--- src/rtl/omw_pkg.sv ---
`default_nettype none

package omw_pkg;

	localparam int WHEEL_COUNT     = 4;
	localparam int DUTY_FULL_SCALE = 255;

	localparam int ANGLE_W   = 9;
	localparam int SPEED_W   = 8;
	localparam int CORR_W    = 9;
	localparam int DUTY_W    = 8;
	localparam int CFG_IDX_W = 3;
	localparam int QCOS_W    = 15;
	localparam int COS_W     = QCOS_W + 1;
	localparam int FRAC_W    = 15;
	localparam int VAL_W     = 25;
	localparam int MAG_W     = VAL_W - 1;
	localparam int TWICE_FS  = 2 * DUTY_FULL_SCALE;
	localparam int NUM_W     = MAG_W + $clog2(TWICE_FS + 1);
	localparam int DEN_W     = MAG_W + 1;
	localparam int QUOT_W    = $clog2(DUTY_FULL_SCALE + 1);

	localparam int FRONT_STAGES = 2;
	localparam int MIX_STAGES   = 5;
	localparam int LATENCY      = FRONT_STAGES + MIX_STAGES + QUOT_W + 1;

	localparam int QUARTER   = 90;
	localparam int TABLE_LEN = QUARTER + 1;
	localparam int IDX_W     = $clog2(TABLE_LEN);

	localparam logic [63:0] PI_Q30 = 64'd3373259426;
	localparam logic [MAG_W-1:0] ROUND_HALF = MAG_W'(1) << (FRAC_W - 1);
	localparam logic [MAG_W-1:0] SCALE_LIMIT = MAG_W'(DUTY_FULL_SCALE) << FRAC_W;

	typedef logic [ANGLE_W-1:0]       angle_t;
	typedef logic [SPEED_W-1:0]       speed_t;
	typedef logic signed [CORR_W-1:0] corr_t;
	typedef logic signed [COS_W-1:0]  cos_t;
	typedef logic signed [VAL_W-1:0]  val_t;
	typedef logic [MAG_W-1:0]         mag_t;
	typedef logic [NUM_W-1:0]         num_t;
	typedef logic [DEN_W-1:0]         den_t;
	typedef logic [QUOT_W-1:0]        quot_t;
	typedef logic [DUTY_W-1:0]        duty_t;
	typedef logic [WHEEL_COUNT-1:0]   mask_t;
	typedef logic [CFG_IDX_W-1:0]     cfg_idx_t;
	typedef logic [IDX_W-1:0]         tab_idx_t;
	typedef logic [QCOS_W-1:0]        qcos_t;
	typedef qcos_t                    cos_table_t [TABLE_LEN];

	typedef struct packed {
		logic  valid;
		logic  scale;
		mask_t line_a;
		mask_t line_b;
	} flags_t;

	// First-quadrant cosine in unsigned Q0.15 from a Q30 Taylor series of eleven terms.
	function automatic cos_table_t build_cos_table();
		cos_table_t         tab;
		logic [63:0]        x;
		logic [63:0]        x2;
		logic [63:0]        term;
		logic [63:0]        q;
		logic signed [63:0] sum;
		for (int d = 0; d <= QUARTER; d++) begin
			x = (64'(d) * PI_Q30) / 64'd180;
			x2 = (x * x) >> 30;
			term = 64'd1 << 30;
			sum = $signed(term);
			for (int k = 1; k <= 10; k++) begin
				term = (term * x2) >> 30;
				term = term / 64'((2 * k - 1) * (2 * k));
				if ((k % 2) != 0) begin
					sum = sum - $signed(term);
				end else begin
					sum = sum + $signed(term);
				end
			end
			if (sum < 0) begin
				sum = 64'sd0;
			end
			q = ($unsigned(sum) + (64'd1 << 14)) >> 15;
			if (q > 64'd32767) begin
				q = 64'd32767;
			end
			tab[d] = QCOS_W'(q);
		end
		return tab;
	endfunction

	localparam cos_table_t COS_TABLE = build_cos_table();

endpackage

`default_nettype wire

--- src/rtl/omw_front.sv ---
`default_nettype none

module omw_front (
	input  wire                  clk,
	input  wire                  arst_n,
	input  wire                  accept,
	input  omw_pkg::speed_t      speed,
	input  omw_pkg::angle_t      heading,
	input  omw_pkg::corr_t       corr,
	input  omw_pkg::angle_t      angle [omw_pkg::WHEEL_COUNT],
	output logic                 valid_s2,
	output omw_pkg::speed_t      speed_s2,
	output omw_pkg::corr_t       corr_s2,
	output omw_pkg::cos_t        cos_s2 [omw_pkg::WHEEL_COUNT]
);

	localparam logic [omw_pkg::ANGLE_W:0] FULL_TURN = (omw_pkg::ANGLE_W + 1)'(360);
	localparam logic [omw_pkg::ANGLE_W:0] TWO_TURNS = (omw_pkg::ANGLE_W + 1)'(720);
	localparam omw_pkg::angle_t DEG_90  = omw_pkg::ANGLE_W'(90);
	localparam omw_pkg::angle_t DEG_180 = omw_pkg::ANGLE_W'(180);
	localparam omw_pkg::angle_t DEG_270 = omw_pkg::ANGLE_W'(270);
	localparam omw_pkg::angle_t DEG_360 = omw_pkg::ANGLE_W'(360);

	logic            valid_s1;
	omw_pkg::speed_t speed_s1;
	omw_pkg::corr_t  corr_s1;
	omw_pkg::angle_t ang_s1 [omw_pkg::WHEEL_COUNT];
	omw_pkg::angle_t ang_red [omw_pkg::WHEEL_COUNT];
	omw_pkg::cos_t   cos_val [omw_pkg::WHEEL_COUNT];

	always_comb begin
		for (int i = 0; i < omw_pkg::WHEEL_COUNT; i++) begin
			logic [omw_pkg::ANGLE_W:0] sum;
			sum = {1'b0, heading} + {1'b0, angle[i]};
			if (sum >= TWO_TURNS) begin
				sum = sum - TWO_TURNS;
			end else if (sum >= FULL_TURN) begin
				sum = sum - FULL_TURN;
			end
			ang_red[i] = sum[omw_pkg::ANGLE_W-1:0];
		end
	end

	always_comb begin
		for (int i = 0; i < omw_pkg::WHEEL_COUNT; i++) begin
			omw_pkg::angle_t  folded;
			logic             neg;
			omw_pkg::cos_t    mag;
			if (ang_s1[i] <= DEG_90) begin
				folded = ang_s1[i];
				neg = 1'b0;
			end else if (ang_s1[i] <= DEG_180) begin
				folded = DEG_180 - ang_s1[i];
				neg = 1'b1;
			end else if (ang_s1[i] <= DEG_270) begin
				folded = ang_s1[i] - DEG_180;
				neg = 1'b1;
			end else begin
				folded = DEG_360 - ang_s1[i];
				neg = 1'b0;
			end
			mag = $signed({1'b0, omw_pkg::COS_TABLE[folded[omw_pkg::IDX_W-1:0]]});
			cos_val[i] = neg ? -mag : mag;
		end
	end

	always_ff @(posedge clk or negedge arst_n) begin
		if (!arst_n) begin
			valid_s1 <= 1'b0;
			valid_s2 <= 1'b0;
		end else begin
			valid_s1 <= accept;
			valid_s2 <= valid_s1;
		end
	end

	always_ff @(posedge clk) begin
		speed_s1 <= speed;
		corr_s1 <= corr;
		ang_s1 <= ang_red;
		speed_s2 <= speed_s1;
		corr_s2 <= corr_s1;
		cos_s2 <= cos_val;
	end

endmodule

`default_nettype wire

--- config.mk ---
export PLATFORM = sky130hd
export DESIGN_NAME = omw_front
export DESIGN_NICKNAME = d
export VERILOG_FILES = /design/src/rtl/omw_pkg.sv /design/src/rtl/omw_front.sv
export SDC_FILE = /design/constraint.sdc
export NUM_CORES = 1
export LEC_CHECK = 0
export BUFFER_PORTS_ARGS = -buffer_cell sky130_fd_sc_hd__buf_4
export CAP_MARGIN = 5
export CORE_ASPECT_RATIO = 1.25
export CORE_UTILIZATION = 50
export DETAILED_ROUTE_END_ITERATION = 8
export PLACE_DENSITY = 0.75
export SLEW_MARGIN = 20
export SYNTH_ARGS = -nofsm -noshare
export SYNTH_HDL_FRONTEND = slang
export SYNTH_SLANG_ARGS = --single-unit
--- constraint.sdc ---
create_clock -name clk -period 4.5 [get_ports clk]
set_input_delay 0.225 -clock clk [delete_from_list [all_inputs] [get_ports clk]]
set_output_delay 0.225 -clock clk [all_outputs]
set_load 0.005 [all_outputs]
==> impl_metrics.tcl <==
set metrics [dict create \
    die_y_um 215 \
    async_flop_share 0.0147 \
    cap_viol_max_count 0 \
    clk_latency_ns 0.46 \
    yosysWarnings 0 \
    hold_violations 0 \
    avgSynthCellArea_um2 7.58 \
    worst_slew_pin_slew_ns 1.03 \
    synth_area_leaders "dfxtp_1 15%, ha_1 11%, a21oi_1 4.7%, o21ai_0 4.5%, nor2_1 3.8%" \
    synth_common_cells "182 x nor2_1, 171 x a21oi_1, 164 x o21ai_0" \
    synth_edf_count 0 \
    fin_ws_ns 0.152 \
    place_ws_ns 0.0527 \
    critPathRequiredTime_ns 4.86 \
    die_w_um 172 \
    design.die.area_um2 37000 \
    synth_cell_type_count 123 \
    first_pass_iters 8 \
    timing.final.max_slew_violations 0 \
    cts_tree "built" \
    rows 77 \
    routed_wl_um 70700 \
    start_kind "register" \
    drtIter0Drc 2666 \
    max_slew_margin 0.315 \
    htree_levels 4 \
    cp_max_fo 28 \
    initial_core_util 0.509 \
    nNetsFinal 2804 \
    fin_setup_tns_ns 0 \
    yosys_register_bits 136 \
    cts_root_buffer "clkbuf_16" \
    wl_per_cell_um 23.0 \
    finClkSkew_ns 0.0114 \
    io_buffers 146 \
    synth_ff_type "dfxtp_1" \
    cts.sinks 136 \
    place_congestion 1.04 \
    worstPathArrival_ns 4.71 \
    clockBufferDepth 2 \
    hold_class "input pin to register" \
    outcome "finished, final reports clean" \
    antenna_found_initial 2 \
    detail-route-antenna-nets 0 \
    synth_cells 2387 \
    finalCriticalPeriod_ns 4.35 \
    yosysTopAreaCell "dfxtp_1" \
    cp-end-kind "register" \
    finalSetupViolCount 0 \
    grt_max_degree 54 \
    max_freq_mhz 230 \
    syn2layout_area_growth_pct 18.2 \
    netlist_area_um2 18100 \
    ios 147 \
    core_area_um2 35600 \
    vias_per_cell 6.85 \
    synth_most_common_cell "nor2_1" \
    path_class "register to register" \
    final_layout_size_suffix_gt1_frac 0.207 \
    dp.final_hpwl_um 51900 \
    clkTransAtPathRegs_ns 0.07 \
    grt_pass1_vias 19864 \
    grt.overflow.total 0 \
    cts_buffers 17 \
    period_share 0.966 \
    synth_top_area_share 0.148 \
    seq_area_frac_synth 0.151 \
    via_count 21035 \
    syn-num-nets 2610 \
    grt_use_total 0.375 \
    grt_pass1_wl_um 110000 \
    post-route-drc-count 0 \
    final_util 0.602 \
]
-- cells by family after synthesis --
family | share of synthesized area
buffers and inverters | 0.0826
AOI/OAI and AO/OA | 0.391
xor gates and xnor gates | 0.0474
and+or+nand+nor | 0.179
DFF | 0.151
muxes | 0.0372
adders and majority gates | 0.111
-- cell usage in the layout (no fill, tap or decap), types with 14 or more instances in the layout --
cell type	n
a2111oi_0	20
a211o_1	19
a211oi_1	71
a21boi_0	19
a21o_1	24
a21oi_1	170
a221oi_1	17
a311oi_1	16
a31oi_1	48
and2_1	22
and3_1	19
buf_4	347
clkbuf_16	17
dfxtp_1	130
dlygate4sd3_1	19
ha_1	152
inv_1	102
mux2i_1	40
nand2_1	148
nand3_1	70
nand4_1	19
nor2_1	181
nor3_1	80
nor4_1	15
o2111ai_1	15
o211ai_1	45
o21a_1	27
o21ai_0	163
o221ai_1	24
o22ai_1	19
o311ai_0	15
o31ai_1	27
o32ai_1	14
xnor2_1	68
xor2_1	26
-- worst max-delay path, stage by stage, from the launching register on --
cell and delay (ns):
dfxtp_1 0.38, buf_4 0.33, and4_1 0.35, o21ai_4 0.11, and3_1 0.26, o31a_4 0.38
inv_4 0.25, buf_4 0.28, nor3_1 0.07, o31ai_1 0.36, o311ai_0 0.29, a311oi_2 0.44
and4_2 0.36, nand4b_1 0.13, a221oi_2 0.25
-- cell type report --
class	instances	area, µm²
timing repair buffer	375	2980
clock buffer	17	425
fill	3191	14200
antenna	2	5.00
inverter	119	460
clock inverter	15	156
multi-input combinational	1932	14000
tap	474	593
sequential	136	2740
-- sequential cells by signal, summed over array words and instances, names as in the netlist --
register,count
ang_s1,36
speed_s2,8
valid_s2,1
valid_s1,1
corr_s2,9
corr_s1,9
speed_s1,8
cos_s2,64
-- path summary, 6_finish.rpt --
kind,start,end,slack [ns],depth (start not counted)
setup / recovery,ang_s1[0]$_DFF_P_,cos_s2[14]$_DFF_P_,0.15,14
hold / removal,angle[9],ang_s1[9]$_DFF_P_,0.01,2
setup reg to reg,ang_s1[0]$_DFF_P_,cos_s2[14]$_DFF_P_,0.15,14
hold reg to reg,corr_s1[8]$_DFF_P_,corr_s2[8]$_DFF_P_,0.33,0
max in group asynchronous,arst_n,valid_s1$_DFF_PN0_,4.33,2
min in group asynchronous,arst_n,valid_s2$_DFF_PN0_,0.08,2
-- layer usage --
metal | wire, µm | GRT usage | up-vias | part of all wire
met5 | 0 | 0 | - | 0
met4 | 3920 | 0.211 | 0 | 0.055
met3 | 7160 | 0.0775 | 297 | 0.10
met2 | 32200 | 0.592 | 1365 | 0.46
met1 | 27300 | 0.469 | 9817 | 0.39
li1 | - | - | 9556 | -
-- repair_timing --
item,in CTS,in global routing
gates resized for setup,0,31
hold endpoints to repair,20,0
hold buffers,19,0
setup buffers,0,5
endpoints found under the setup margin,0,31
-- stage by stage --
step	hold WS, ns	cell area (µm²)	instances
floorplan	-0.0706	18100	2387
global placement	0.00671	20400	3012
detailed placement	0.00872	20400	3012
CTS	0.00489	21200	3063
global route	0.0238	21400	3068
finish	0.0144	21400	3070
Power is left out: the tool's default activity adds up to more than one toggle a clock period on the data nets, which glitch-free logic cannot reach.
