## src/rtl/omw_pkg.sv

```systemverilog
`default_nettype none

package omw_pkg;

	localparam int WHEEL_COUNT     = 4;
	localparam int DUTY_FULL_SCALE = 255;

	localparam int ANGLE_W   = 9;
	localparam int SPEED_W   = 8;
	localparam int CORR_W    = 9;
	localparam int DUTY_W    = 8;
	localparam int CFG_IDX_W = 3;
	localparam int QCOS_W    = 15;
	localparam int COS_W     = QCOS_W + 1;
	localparam int FRAC_W    = 15;
	localparam int VAL_W     = 25;
	localparam int MAG_W     = VAL_W - 1;
	localparam int TWICE_FS  = 2 * DUTY_FULL_SCALE;
	localparam int NUM_W     = MAG_W + $clog2(TWICE_FS + 1);
	localparam int DEN_W     = MAG_W + 1;
	localparam int QUOT_W    = $clog2(DUTY_FULL_SCALE + 1);

	localparam int FRONT_STAGES = 2;
	localparam int MIX_STAGES   = 5;
	localparam int LATENCY      = FRONT_STAGES + MIX_STAGES + QUOT_W + 1;

	localparam int QUARTER   = 90;
	localparam int TABLE_LEN = QUARTER + 1;
	localparam int IDX_W     = $clog2(TABLE_LEN);

	localparam logic [63:0] PI_Q30 = 64'd3373259426;
	localparam logic [MAG_W-1:0] ROUND_HALF = MAG_W'(1) << (FRAC_W - 1);
	localparam logic [MAG_W-1:0] SCALE_LIMIT = MAG_W'(DUTY_FULL_SCALE) << FRAC_W;

	typedef logic [ANGLE_W-1:0]       angle_t;
	typedef logic [SPEED_W-1:0]       speed_t;
	typedef logic signed [CORR_W-1:0] corr_t;
	typedef logic signed [COS_W-1:0]  cos_t;
	typedef logic signed [VAL_W-1:0]  val_t;
	typedef logic [MAG_W-1:0]         mag_t;
	typedef logic [NUM_W-1:0]         num_t;
	typedef logic [DEN_W-1:0]         den_t;
	typedef logic [QUOT_W-1:0]        quot_t;
	typedef logic [DUTY_W-1:0]        duty_t;
	typedef logic [WHEEL_COUNT-1:0]   mask_t;
	typedef logic [CFG_IDX_W-1:0]     cfg_idx_t;
	typedef logic [IDX_W-1:0]         tab_idx_t;
	typedef logic [QCOS_W-1:0]        qcos_t;
	typedef qcos_t                    cos_table_t [TABLE_LEN];

	typedef struct packed {
		logic  valid;
		logic  scale;
		mask_t line_a;
		mask_t line_b;
	} flags_t;

	// First-quadrant cosine in unsigned Q0.15 from a Q30 Taylor series of eleven terms.
	function automatic cos_table_t build_cos_table();
		cos_table_t         tab;
		logic [63:0]        x;
		logic [63:0]        x2;
		logic [63:0]        term;
		logic [63:0]        q;
		logic signed [63:0] sum;
		for (int d = 0; d <= QUARTER; d++) begin
			x = (64'(d) * PI_Q30) / 64'd180;
			x2 = (x * x) >> 30;
			term = 64'd1 << 30;
			sum = $signed(term);
			for (int k = 1; k <= 10; k++) begin
				term = (term * x2) >> 30;
				term = term / 64'((2 * k - 1) * (2 * k));
				if ((k % 2) != 0) begin
					sum = sum - $signed(term);
				end else begin
					sum = sum + $signed(term);
				end
			end
			if (sum < 0) begin
				sum = 64'sd0;
			end
			q = ($unsigned(sum) + (64'd1 << 14)) >> 15;
			if (q > 64'd32767) begin
				q = 64'd32767;
			end
			tab[d] = QCOS_W'(q);
		end
		return tab;
	endfunction

	localparam cos_table_t COS_TABLE = build_cos_table();

endpackage

`default_nettype wire

```

## src/rtl/omw_scale.sv

```systemverilog
`default_nettype none

module omw_scale (
	input  wire                  clk,
	input  wire                  arst_n,
	input  omw_pkg::flags_t      flags_in,
	input  omw_pkg::num_t        num_in [omw_pkg::WHEEL_COUNT],
	input  omw_pkg::den_t        den_in,
	input  omw_pkg::duty_t       rduty_in [omw_pkg::WHEEL_COUNT],
	output logic                 done,
	output omw_pkg::duty_t       duty [omw_pkg::WHEEL_COUNT],
	output omw_pkg::mask_t       line_a_mask,
	output omw_pkg::mask_t       line_b_mask
);

	localparam int STAGES = omw_pkg::QUOT_W;

	omw_pkg::flags_t flags_s [STAGES];
	omw_pkg::den_t   den_s [STAGES];
	omw_pkg::num_t   rem_s [STAGES][omw_pkg::WHEEL_COUNT];
	omw_pkg::quot_t  quot_s [STAGES][omw_pkg::WHEEL_COUNT];
	omw_pkg::duty_t  rduty_s [STAGES][omw_pkg::WHEEL_COUNT];

	for (genvar j = 0; j < STAGES; j++) begin : g_stage
		localparam int BIT = STAGES - 1 - j;

		omw_pkg::flags_t flags_prev;
		omw_pkg::den_t   den_prev;
		omw_pkg::num_t   rem_prev [omw_pkg::WHEEL_COUNT];
		omw_pkg::quot_t  quot_prev [omw_pkg::WHEEL_COUNT];
		omw_pkg::duty_t  rduty_prev [omw_pkg::WHEEL_COUNT];
		omw_pkg::num_t   rem_next [omw_pkg::WHEEL_COUNT];
		omw_pkg::quot_t  quot_next [omw_pkg::WHEEL_COUNT];

		if (j == 0) begin : g_first
			assign flags_prev = flags_in;
			assign den_prev = den_in;
			assign rem_prev = num_in;
			assign quot_prev = '{default: '0};
			assign rduty_prev = rduty_in;
		end else begin : g_rest
			assign flags_prev = flags_s[j-1];
			assign den_prev = den_s[j-1];
			assign rem_prev = rem_s[j-1];
			assign quot_prev = quot_s[j-1];
			assign rduty_prev = rduty_s[j-1];
		end

		always_comb begin
			for (int i = 0; i < omw_pkg::WHEEL_COUNT; i++) begin
				omw_pkg::num_t trial;
				trial = omw_pkg::NUM_W'(den_prev) << BIT;
				if (rem_prev[i] >= trial) begin
					rem_next[i] = rem_prev[i] - trial;
					quot_next[i] = quot_prev[i] | (omw_pkg::QUOT_W'(1) << BIT);
				end else begin
					rem_next[i] = rem_prev[i];
					quot_next[i] = quot_prev[i];
				end
			end
		end

		always_ff @(posedge clk or negedge arst_n) begin
			if (!arst_n) begin
				flags_s[j] <= '0;
			end else begin
				flags_s[j] <= flags_prev;
			end
		end

		always_ff @(posedge clk) begin
			den_s[j] <= den_prev;
			rem_s[j] <= rem_next;
			quot_s[j] <= quot_next;
			rduty_s[j] <= rduty_prev;
		end
	end

	always_ff @(posedge clk or negedge arst_n) begin
		if (!arst_n) begin
			done <= 1'b0;
		end else begin
			done <= flags_s[STAGES-1].valid;
		end
	end

	always_ff @(posedge clk) begin
		line_a_mask <= flags_s[STAGES-1].line_a;
		line_b_mask <= flags_s[STAGES-1].line_b;
		for (int i = 0; i < omw_pkg::WHEEL_COUNT; i++) begin
			duty[i] <= flags_s[STAGES-1].scale ? omw_pkg::DUTY_W'(quot_s[STAGES-1][i])
				: rduty_s[STAGES-1][i];
		end
	end

endmodule

`default_nettype wire
```

## config.mk

```make
export PLATFORM = sky130hd
export DESIGN_NAME = omw_scale
export DESIGN_NICKNAME = d
export VERILOG_FILES = /design/src/rtl/omw_pkg.sv /design/src/rtl/omw_scale.sv
export SDC_FILE = /design/constraint.sdc
export NUM_CORES = 2
export LEC_CHECK = 0
export BUFFER_PORTS_ARGS = -buffer_cell sky130_fd_sc_hd__buf_4
export CAP_MARGIN = 20
export CORE_ASPECT_RATIO = 0.8
export CORE_MARGIN = 2
export CORE_UTILIZATION = 45
export CTS_CLUSTER_SIZE = 40
export DETAILED_ROUTE_END_ITERATION = 10
export PLACE_DENSITY = 0.68
export REMOVE_ABC_BUFFERS = 1
export SLEW_MARGIN = 30
export SYNTH_ARGS = -nofsm -noshare
export SYNTH_HDL_FRONTEND = slang
export SYNTH_SLANG_ARGS = --single-unit
export TNS_END_PERCENT = 1
```

## constraint.sdc

```tcl
create_clock -name clk -period 3.6 [get_ports clk]
set_input_delay 0.54 -clock clk [delete_from_list [all_inputs] [get_ports clk]]
set_output_delay 0.54 -clock clk [all_outputs]
set_load 0.01 [all_outputs]
```

==> results.md <==
- DRC violation count after routing: 0
- Crit path arrival time: about 4.3 ns
- Post-place setup slack: -0.509 ns
- Largest net degree at the start of global routing: 82
- Hold Worst Slack: roughly 0.055 ns
- Core ar.: about 0.18 mm2
- Post-Syn Instances: ~9,000
- Critical path peak fanout: 11
- Pwr Density: 950 mW/mm2
- First DRT Iteration DRCs: 5,170
- Routed vias: a little over 70,000
- Crit Path Class: reg2reg
- Final Core Density: between 50% and 60%
- Site row count: between 100 and 150
- Gr ovfl total: 0
- Pwr Total: between 90 and 100 mW
- Leading area contributor after synthesis: dfxtp_1
- Req. time, crit path: 4.25 ns
- Post-synth EDFFs: 0
- Initial Utilization: between 40% and 50%
- Post-DRT Antenna Nets: 0
- Post-synthesis sequential area ratio: 39.9%
- Crit path time final: around 3.6 ns
- CTS Buf Count: between 150 and 200
- Failing checks: negative setup slack
- Pins over their slew limit: 0
- Avg Synthesized Cell Area: 9.10 um2
- IO Port Bufs: 241
- Vias/cell: ~5.6
- # IOs: 242
- P_leak: between 40 and 50 nW
- Clock network latency to the later pin of the worst-skew pair: about 0.84 ns
- Layout cells sized above 1: between 10% and 20%
- Critical Path Source Type: flop
- Post-synth top flop: dfxtp_1
- Pre-antenna DRT Iters: 7
- Max VDD drop: between 0.4 and 0.5 mV
- Gpl congestion: 1.01
- Final wirelength: 310,000 um
- Final period util: 100%
- Hold Vio Cnt, Final: 0
- HPWL Detailed: approximately 260,000 um
- Fmax: about 280 MHz
- Clock slew seen by the registers of the worst setup and hold paths: around 0.06 ns
- Initial antenna violation count: 10
- Hold crit path type: in2reg
- Gr usage total: 32.4%
- Worst-margin pin slew: ~0.86 ns
- Setup crit end kind: flop
- Area grow syn2layout: 21.9%
- CTS tree: done
- Setup TNS: -0.00285 ns
- Yosys top cell area share: 37.4%
- H-tree depth: 4
- Synth cell types: 116
- Crit path setup slack, layout: -0.00229 ns
- Seq cells post-synth: around 1,600
- Height of the die: slightly below 400 um
- Maximum clock insertion buffer count: 3
- Status: complete, but fails checks
- Synth top area cells: dfxtp_1, ha_1, a21oi_1, o21ai_0, xnor2_1
- Clock sink count: about 1,600
- Mapped cell area: slightly above 0.08 mm2
- Yosys warns: 0
- CTS Root Cell: clkbuf_16
- Slew HR: around two fifths
- Max-Cap Viols: 0
- RSZ-0062 raised after global routing: yes
- Number of global-route vias before repair: roughly 71,000
- Die width: 482 um
- Nets: roughly 11,000
- Die area: between 0.15 and 0.2 mm2
- Setup Skew: 0.0601 ns
- First-pass GRT wire length: between 400,000 and 500,000 um
- Post-DR wirelength/cell: 24.5 um
- Async set-reset flop share out of synthesis: under 10%
- Final setup fails: 2
[what timing repair did]
action / 4_1_cts / 5_1_grt
buffers inserted: 0 / 2
setup endpoints to repair: 58 / 127
pin swaps: 3 / 13
hold buffers: 180 / 0
gates resized for setup: 16 / 54
endpoints found under the hold margin: 260 / 0
[Yosys cell counts (all sizes together), types with 19 or more instances]
master,n
a31oi,89
or3,51
nor4b,23
o21bai,118
buf,83
clkbuf,195
ha,800
nand4,149
nand2b,90
fa,28
o31ai,52
nor2b,101
nand2,713
a21o,321
o31a,32
xor2,303
nand4b,25
inv,429
a21boi,24
a21oi,846
nor2,637
o21ai,680
and2,29
and4,19
or4,31
and3,66
o21a,118
dfrtp,81
dfxtp,1539
nand3,185
nor3b,21
nor4,70
o211ai,48
xnor2,364
mux2,176
or2,23
a211oi,78
nor3,107
a211o,26
[path summary, 6_finish.rpt]
| check | slack [ns] | cells after the start | end | start |
|---|---|---|---|---|
| min in group asynchronous | 0.34 | 2 | flags_s[67] | arst_n |
| setup reg to reg | -0.002 | 10 | rem_s[1][29] | den_s[0][16] |
| hold reg to reg | 0.31 | 0 | quot_s[1][117] | quot_s[1][85] |
| hold / removal | 0.05 | 3 | rem_s[0][49] | num_in[49] |
| setup / recovery | -0.002 | 10 | rem_s[1][29] | den_s[0][16] |
| max in group asynchronous | 2.72 | 2 | flags_s[8] | arst_n |
[per-stage QoR]
stage / cell area, um2 / instances
finish: 100000 / 12700
global route: 100000 / 12700
CTS: 100000 / 12600
detailed placement: 92300 / 12200
global placement: 92300 / 12200
floorplan: 81200 / 8763
[state kept, by name (all words and copies together), names as in the netlist, 4 cells and up]
register / flops
line_b_mask: 4
rem_s: 924
quot_s: 144
flags_s: 80
duty: 32
den_s: 175
line_a_mask: 4
rduty_s: 256
[critical path, stage by stage, from the launching register on]
cell     delay, ns
dfxtp_1       0.50
inv_1         0.24
ha_1          0.47
nand4_1       0.22
or4_4         0.63
nor4_4        0.44
nor4b_1       0.10
o21ai_0       0.20
a21oi_4       0.07
buf_4         0.19
o21ai_0       0.39
[final cells by class]
cell class                      instances  area (um2)
Fill cell                           16200       81500
Multi-Input combinational cell       6714       47300
Sequential cell                      1620       32800
Timing Repair Buffer                 1171        9700
Clock buffer                          209        4470
Tap cell                             2414        3020
Inverter                              429        1610
Clock inverter                         93        1440
Antenna cell                            4        10.0
[logic make-up (layout without fill, tap and decap cells)]
family | after synthesis | after routing | share of synthesized area, %
buffers and inverters | 707 | 1902 | 3.36
other | 0 | 4 | 0
xor gates and xnor gates | 667 | 667 | 7.10
AOI/OAI and AO/OA | 2652 | 2652 | 20.2
muxes | 193 | 193 | 2.62
and+or+nand+nor | 2374 | 2374 | 14.0
DFF | 1620 | 1620 | 39.9
adders and majority gates | 828 | 828 | 12.8
[power by group]
group          switching, mW  internal (mW)  total (mW)
sequential              4.96           23.6        28.6
combinational           27.2           21.1        48.3
clock                   7.82           10.6        18.4
total                   40.0           55.3        95.3
[routing by layer]
metal  vias to the layer above  global-route usage, %  part of all wire [%]
met2                      2285                   55.4                    47
li1                      34500                      -                     -
met5                         -                      0                     0
met1                     33700                   38.8                    41
met3                       614                   3.46                   4.4
met4                         0                   19.7                   7.2
[cell usage in the layout, fill, tap and decap left out, types with 182 or more instances in the layout]
| master | instances |
|---|---|
| xnor2_1 | 364 |
| nand3_1 | 182 |
| ha_1 | 799 |
| nand2_1 | 712 |
| o21ai_0 | 660 |
| buf_4 | 954 |
| inv_1 | 426 |
| a21o_1 | 321 |
| nor2_1 | 635 |
| a21oi_1 | 837 |
| dfxtp_1 | 1532 |
| xor2_1 | 303 |
No activity file was read; power rests on OpenSTA's default activity.
