`src/rtl/omw_pkg.sv`:
```
`default_nettype none

package omw_pkg;

	localparam int WHEEL_COUNT     = 4;
	localparam int DUTY_FULL_SCALE = 255;

	localparam int ANGLE_W   = 9;
	localparam int SPEED_W   = 8;
	localparam int CORR_W    = 9;
	localparam int DUTY_W    = 8;
	localparam int CFG_IDX_W = 3;
	localparam int QCOS_W    = 15;
	localparam int COS_W     = QCOS_W + 1;
	localparam int FRAC_W    = 15;
	localparam int VAL_W     = 25;
	localparam int MAG_W     = VAL_W - 1;
	localparam int TWICE_FS  = 2 * DUTY_FULL_SCALE;
	localparam int NUM_W     = MAG_W + $clog2(TWICE_FS + 1);
	localparam int DEN_W     = MAG_W + 1;
	localparam int QUOT_W    = $clog2(DUTY_FULL_SCALE + 1);

	localparam int FRONT_STAGES = 2;
	localparam int MIX_STAGES   = 5;
	localparam int LATENCY      = FRONT_STAGES + MIX_STAGES + QUOT_W + 1;

	localparam int QUARTER   = 90;
	localparam int TABLE_LEN = QUARTER + 1;
	localparam int IDX_W     = $clog2(TABLE_LEN);

	localparam logic [63:0] PI_Q30 = 64'd3373259426;
	localparam logic [MAG_W-1:0] ROUND_HALF = MAG_W'(1) << (FRAC_W - 1);
	localparam logic [MAG_W-1:0] SCALE_LIMIT = MAG_W'(DUTY_FULL_SCALE) << FRAC_W;

	typedef logic [ANGLE_W-1:0]       angle_t;
	typedef logic [SPEED_W-1:0]       speed_t;
	typedef logic signed [CORR_W-1:0] corr_t;
	typedef logic signed [COS_W-1:0]  cos_t;
	typedef logic signed [VAL_W-1:0]  val_t;
	typedef logic [MAG_W-1:0]         mag_t;
	typedef logic [NUM_W-1:0]         num_t;
	typedef logic [DEN_W-1:0]         den_t;
	typedef logic [QUOT_W-1:0]        quot_t;
	typedef logic [DUTY_W-1:0]        duty_t;
	typedef logic [WHEEL_COUNT-1:0]   mask_t;
	typedef logic [CFG_IDX_W-1:0]     cfg_idx_t;
	typedef logic [IDX_W-1:0]         tab_idx_t;
	typedef logic [QCOS_W-1:0]        qcos_t;
	typedef qcos_t                    cos_table_t [TABLE_LEN];

	typedef struct packed {
		logic  valid;
		logic  scale;
		mask_t line_a;
		mask_t line_b;
	} flags_t;

	// First-quadrant cosine in unsigned Q0.15 from a Q30 Taylor series of eleven terms.
	function automatic cos_table_t build_cos_table();
		cos_table_t         tab;
		logic [63:0]        x;
		logic [63:0]        x2;
		logic [63:0]        term;
		logic [63:0]        q;
		logic signed [63:0] sum;
		for (int d = 0; d <= QUARTER; d++) begin
			x = (64'(d) * PI_Q30) / 64'd180;
			x2 = (x * x) >> 30;
			term = 64'd1 << 30;
			sum = $signed(term);
			for (int k = 1; k <= 10; k++) begin
				term = (term * x2) >> 30;
				term = term / 64'((2 * k - 1) * (2 * k));
				if ((k % 2) != 0) begin
					sum = sum - $signed(term);
				end else begin
					sum = sum + $signed(term);
				end
			end
			if (sum < 0) begin
				sum = 64'sd0;
			end
			q = ($unsigned(sum) + (64'd1 << 14)) >> 15;
			if (q > 64'd32767) begin
				q = 64'd32767;
			end
			tab[d] = QCOS_W'(q);
		end
		return tab;
	endfunction

	localparam cos_table_t COS_TABLE = build_cos_table();

endpackage

`default_nettype wire

```
`src/rtl/omw_mix.sv`:
```
`default_nettype none

module omw_mix (
	input  wire                  clk,
	input  wire                  arst_n,
	input  wire                  valid_in,
	input  omw_pkg::speed_t      speed,
	input  omw_pkg::corr_t       corr,
	input  omw_pkg::cos_t        cos_in [omw_pkg::WHEEL_COUNT],
	output omw_pkg::flags_t      flags_s7,
	output omw_pkg::num_t        num_s7 [omw_pkg::WHEEL_COUNT],
	output omw_pkg::den_t        den_s7,
	output omw_pkg::duty_t       rduty_s7 [omw_pkg::WHEEL_COUNT]
);

	logic            valid_s3;
	omw_pkg::val_t   v_s3 [omw_pkg::WHEEL_COUNT];
	omw_pkg::val_t   v_next [omw_pkg::WHEEL_COUNT];

	omw_pkg::flags_t flags_s4;
	omw_pkg::flags_t flags_s5;
	omw_pkg::flags_t flags_s6;
	omw_pkg::flags_t flags_next_s4;
	omw_pkg::mag_t   mag_s4 [omw_pkg::WHEEL_COUNT];
	omw_pkg::mag_t   mag_s5 [omw_pkg::WHEEL_COUNT];
	omw_pkg::mag_t   mag_s6 [omw_pkg::WHEEL_COUNT];
	omw_pkg::mag_t   mag_next [omw_pkg::WHEEL_COUNT];
	omw_pkg::mag_t   max01_s5;
	omw_pkg::mag_t   max23_s5;
	omw_pkg::mag_t   max_s6;

	always_comb begin
		for (int i = 0; i < omw_pkg::WHEEL_COUNT; i++) begin
			omw_pkg::val_t prod;
			prod = cos_in[i] * $signed({1'b0, speed});
			v_next[i] = prod + $signed({corr, omw_pkg::FRAC_W'(0)});
		end
	end

	always_comb begin
		flags_next_s4 = '0;
		flags_next_s4.valid = valid_s3;
		for (int i = 0; i < omw_pkg::WHEEL_COUNT; i++) begin
			omw_pkg::val_t absval;
			absval = v_s3[i][omw_pkg::VAL_W-1] ? -v_s3[i] : v_s3[i];
			mag_next[i] = absval[omw_pkg::MAG_W-1:0];
			flags_next_s4.line_a[i] = !v_s3[i][omw_pkg::VAL_W-1];
			flags_next_s4.line_b[i] = v_s3[i][omw_pkg::VAL_W-1] || (v_s3[i] == '0);
		end
	end

	always_ff @(posedge clk or negedge arst_n) begin
		if (!arst_n) begin
			valid_s3 <= 1'b0;
			flags_s4 <= '0;
			flags_s5 <= '0;
			flags_s6 <= '0;
			flags_s7 <= '0;
		end else begin
			valid_s3 <= valid_in;
			flags_s4 <= flags_next_s4;
			flags_s5 <= flags_s4;
			flags_s6 <= flags_s5;
			flags_s7 <= '{valid: flags_s6.valid, scale: (max_s6 > omw_pkg::SCALE_LIMIT),
				line_a: flags_s6.line_a, line_b: flags_s6.line_b};
		end
	end

	always_ff @(posedge clk) begin
		v_s3 <= v_next;
		mag_s4 <= mag_next;
		mag_s5 <= mag_s4;
		max01_s5 <= (mag_s4[0] > mag_s4[1]) ? mag_s4[0] : mag_s4[1];
		max23_s5 <= (mag_s4[2] > mag_s4[3]) ? mag_s4[2] : mag_s4[3];
		mag_s6 <= mag_s5;
		max_s6 <= (max01_s5 > max23_s5) ? max01_s5 : max23_s5;
		den_s7 <= {max_s6, 1'b0};
		for (int i = 0; i < omw_pkg::WHEEL_COUNT; i++) begin
			num_s7[i] <= omw_pkg::NUM_W'(mag_s6[i]) * omw_pkg::NUM_W'(omw_pkg::TWICE_FS)
				+ omw_pkg::NUM_W'(max_s6);
			rduty_s7[i] <= omw_pkg::DUTY_W'((mag_s6[i] + omw_pkg::ROUND_HALF)
				>> omw_pkg::FRAC_W);
		end
	end

endmodule

`default_nettype wire

```
`config.mk`:
```
export PLATFORM = sky130hd
export DESIGN_NAME = omw_mix
export DESIGN_NICKNAME = d
export VERILOG_FILES = /design/src/rtl/omw_pkg.sv /design/src/rtl/omw_mix.sv
export SDC_FILE = /design/constraint.sdc
export NUM_CORES = 2
export LEC_CHECK = 0
export BUFFER_PORTS_ARGS = -buffer_cell sky130_fd_sc_hd__buf_2
export CAP_MARGIN = 20
export CORE_MARGIN = 10
export CORE_UTILIZATION = 55
export CTS_BUF_LIST = sky130_fd_sc_hd__clkbuf_16
export CTS_CLUSTER_DIAMETER = 40
export DETAILED_ROUTE_END_ITERATION = 12
export PLACE_DENSITY = 0.84
export SLEW_MARGIN = 10
export SYNTH_ARGS = -nofsm -noshare
export SYNTH_HDL_FRONTEND = slang
export SYNTH_SLANG_ARGS = --single-unit
```
`constraint.sdc`:
```
create_clock -name clk -period 12.3 [get_ports clk]
set_input_delay 1.23 -clock clk [delete_from_list [all_inputs] [get_ports clk]]
set_output_delay 1.23 -clock clk [all_outputs]
set_load 0.02 [all_outputs]
```
==> summary.txt <==
STA
  • Final hold violations: 0
  • Crit share post-route: 56.71%
  • Slew Viols, Final: 0
  • Unrepaired setup endpoints after global routing: false
  • Slew headroom: 25.51%
  • Final worst clock skew: 34.43 ps
  • Worst slew pin tran: 1116 ps
  • Fin crit period: 6975 ps
  • Setup WS post-layout: 5325 ps
  • Final setup viols: 0
  • TNS Setup: 0 ps
  • FMAX: 143.4 MHz

Clock tree
  • Postcts setup bufs: 0
  • Clk_lat worst skew: 670 ps
  • Clock Tree Buf Depth: 3
  • CTS buffer count: 88
  • Clock slew at reported path FFs: 60 ps
  • CTS tree: yes
  • Root Buffer: clkbuf_16
  • Post-cts resize count: 0
  • Sinks on Clock Net: 682
  • CTS H-tree depth: 3
  • Hold buffer count at CTS: 0

Worst setup path
  • Critical path startpoint category: flop
  • Worst r2r src: mag_s6[30]
  • Setup CP Type: reg2reg
  • WP data arrival: 7490 ps
  • Worst path required time: 12810 ps
  • Critical Path Fanout Max: 7
  • CP Launch Point: mag_s6[30]
  • Setup crit end kind: flop

Place
  • # port buffers: 281
  • DP HPWL: 113300 µm
  • Worst slack, placed: 4866 ps
  • Gpl congestion: 0.9127

Cells and area
  • Share of post-route cells with drive strength above 1: 8.823%
  • Footprint of the multi-input gates: 0.04194 mm²
  • Layout Nets: 7890
  • Fill cells: 8631
  • Synth-to-layout area growth: 9.710%
  • Sequential Area: 0.01384 mm²

Run
  • Max-capacitance violation count: 0

Synthesis
  • Sequential area share after synthesis: 22.85%
  • Post-synthesis area per instance: 10.14 µm²
  • Async set-or-reset flop fraction in the synthesized netlist: 5.572%
  • Syn nets: 7600
  • Distinct cell type count after synthesis: 91
  • Post-synth top flop: dfxtp_1
  • Mapped Area: 0.06059 mm²
  • Cells after Synth: 5972
  • Post-synth EDFFs: 0
  • FF+latch count, synth: 682
  • Synth warn: 0

Outcome
  • Status: finished, final reports clean

Routing
  • Final WL: 139400 µm
  • Routed wire per std cell: 17.84 µm
  • Met2 WL: 65680 µm
  • Top sig layer: met5
  • DR vias: 41670
  • Met3 routed WL: 10260 µm
  • Pre-antenna DRT Iters: 6
  • Initial DRC Count: 2661
  • Number of remaining DRC errors: 0
  • Wl on met1: 57420 µm
  • Vias/cell: 5.331
  • Final ANT Viol Nets: 0

GRT
  • Vias in the first global route: 44570
  • Remaining Overflow, GRT: 0
  • Number of antenna violations at the first check in global routing: 23
  • Largest net degree at the start of global routing: 65
  • First-pass GRT wire length: 227700 µm
  • GRT Resource Usage Total: 22.78%

Die
  • IO Pins: 283
  • Row count: 121
  • Die Y: 351.9 µm
  • Core area: 0.1092 mm²
  • Die area: 0.1238 mm²
  • Initial Utilization: 55.50%
  • Die X: 351.9 µm

Hold path
  • Min-Delay Path Class: reg2reg
  • Worst Hold Launch: mag_s5[69]
[worst paths after layout]
kind	end	slack, ps	depth (start not counted)
max	num_s7[58]	5320	26
min	mag_s6[69]	320	0
max reg2reg	num_s7[58]	5320	26
min reg2reg	mag_s6[69]	320	0
max in group asynchronous	flags_s6[3]	11110	2
min in group asynchronous	flags_s5[5]	680	2
[routing by layer]
layer / vias up / track usage (%)
li1: 19540 / -
met1: 20500 / 28.77
met2: 1254 / 38.38
met3: 341 / 4.180
met4: 40 / 9.213
met5: - / 0
[flip-flops by register name (all words and copies together), names as in the netlist, 24 cells and up]
| signal | cells |
|---|---|
| rduty_s7 | 32 |
| max23_s5 | 24 |
| max_s6 | 24 |
| max01_s5 | 24 |
| mag_s5 | 96 |
| num_s7 | 129 |
| mag_s4 | 96 |
| v_s3 | 100 |
| mag_s6 | 96 |
[through the flow]
step,area (µm²),util [%],std cells,hold WS [ps]
after global routing,66460,60.88,7812,322.9
after global placement,63560,58.23,7647,309.8
after floorplan,60590,-,5972,309.6
final,66470,60.89,7817,319.6
after CTS,66460,60.88,7812,322.9
after detailed placement,63570,58.24,7648,312.1
[critical path, stage by stage, from the launching register on]
cell,delay [ps]
dfxtp_1,430
inv_1,150
fa_1,530
fa_1,540
inv_1,50
fa_1,470
inv_1,50
fa_1,470
inv_1,40
ha_1,320
a21o_1,210
a21o_1,200
a21o_4,230
a221o_4,460
xor2_1,150
ha_1,370
and4_1,200
and3_1,190
a31o_2,240
a21oi_1,100
o21ai_0,90
a22oi_1,250
a21oi_1,170
and4_1,260
a2111oi_4,400
nor2b_1,110
xnor2_1,130
[synth_stat cells (14+ instances only)]
cell | number | area share [%]
a21o_1 | 123 | 1.5
nand3_1 | 61 | 0.50
clkbuf_1 | 88 | 0.55
ha_1 | 656 | 14
o21a_1 | 44 | 0.55
o21bai_1 | 38 | 0.47
dfrtp_1 | 38 | 1.6
o21ai_0 | 152 | 1.3
xnor2_1 | 327 | 4.7
nand4_1 | 42 | 0.43
or3_1 | 24 | 0.25
a31oi_1 | 26 | 0.27
a21oi_1 | 219 | 1.8
inv_1 | 1183 | 7.3
a211oi_1 | 25 | 0.31
nor2_1 | 156 | 0.97
fa_1 | 888 | 29
and2_1 | 341 | 3.5
nor2b_1 | 38 | 0.39
o21ai_1 | 17 | 0.14
mux2_2 | 73 | 1.4
and3_1 | 23 | 0.24
o31ai_1 | 31 | 0.38
xor2_1 | 99 | 1.4
nand2b_1 | 40 | 0.41
o41ai_1 | 14 | 0.20
nand2_1 | 329 | 2.0
dfxtp_1 | 644 | 21
nor3_1 | 52 | 0.43
[area by class of cell]
type	instances	area share (%)
clock buffer	88	3.313
clock inverter	76	1.022
antenna	5	0.01882
multi-input combinational	4014	63.10
tap	1476	2.778
sequential	682	20.83
inverter	1183	6.681
timing repair buffer	293	2.263
[logic make-up after synthesis]
logic type	after synthesis	synth area share, %
adders and majority gates	1544	42.89
buffers and inverters	1276	7.936
and+or+nand+nor	1170	10.03
AOI/OAI and AO/OA	797	8.713
DFF	682	22.85
xor gates and xnor gates	427	6.185
muxes	75	1.392
other	1	0.006190
[cell usage in the layout (no fill, tap or decap), types with 156 or more instances in the layout]
cell type  Yosys  layout
a21oi_1      219     219
and2_1       341     341
buf_2          0     281
dfxtp_1      644     644
fa_1         888     888
ha_1         656     656
inv_1       1183    1195
nand2_1      329     329
nor2_1       156     156
xnor2_1      327     327
Power is not shown: default switching activity piles up to over one toggle a cycle in this logic, so the estimate is an artifact.
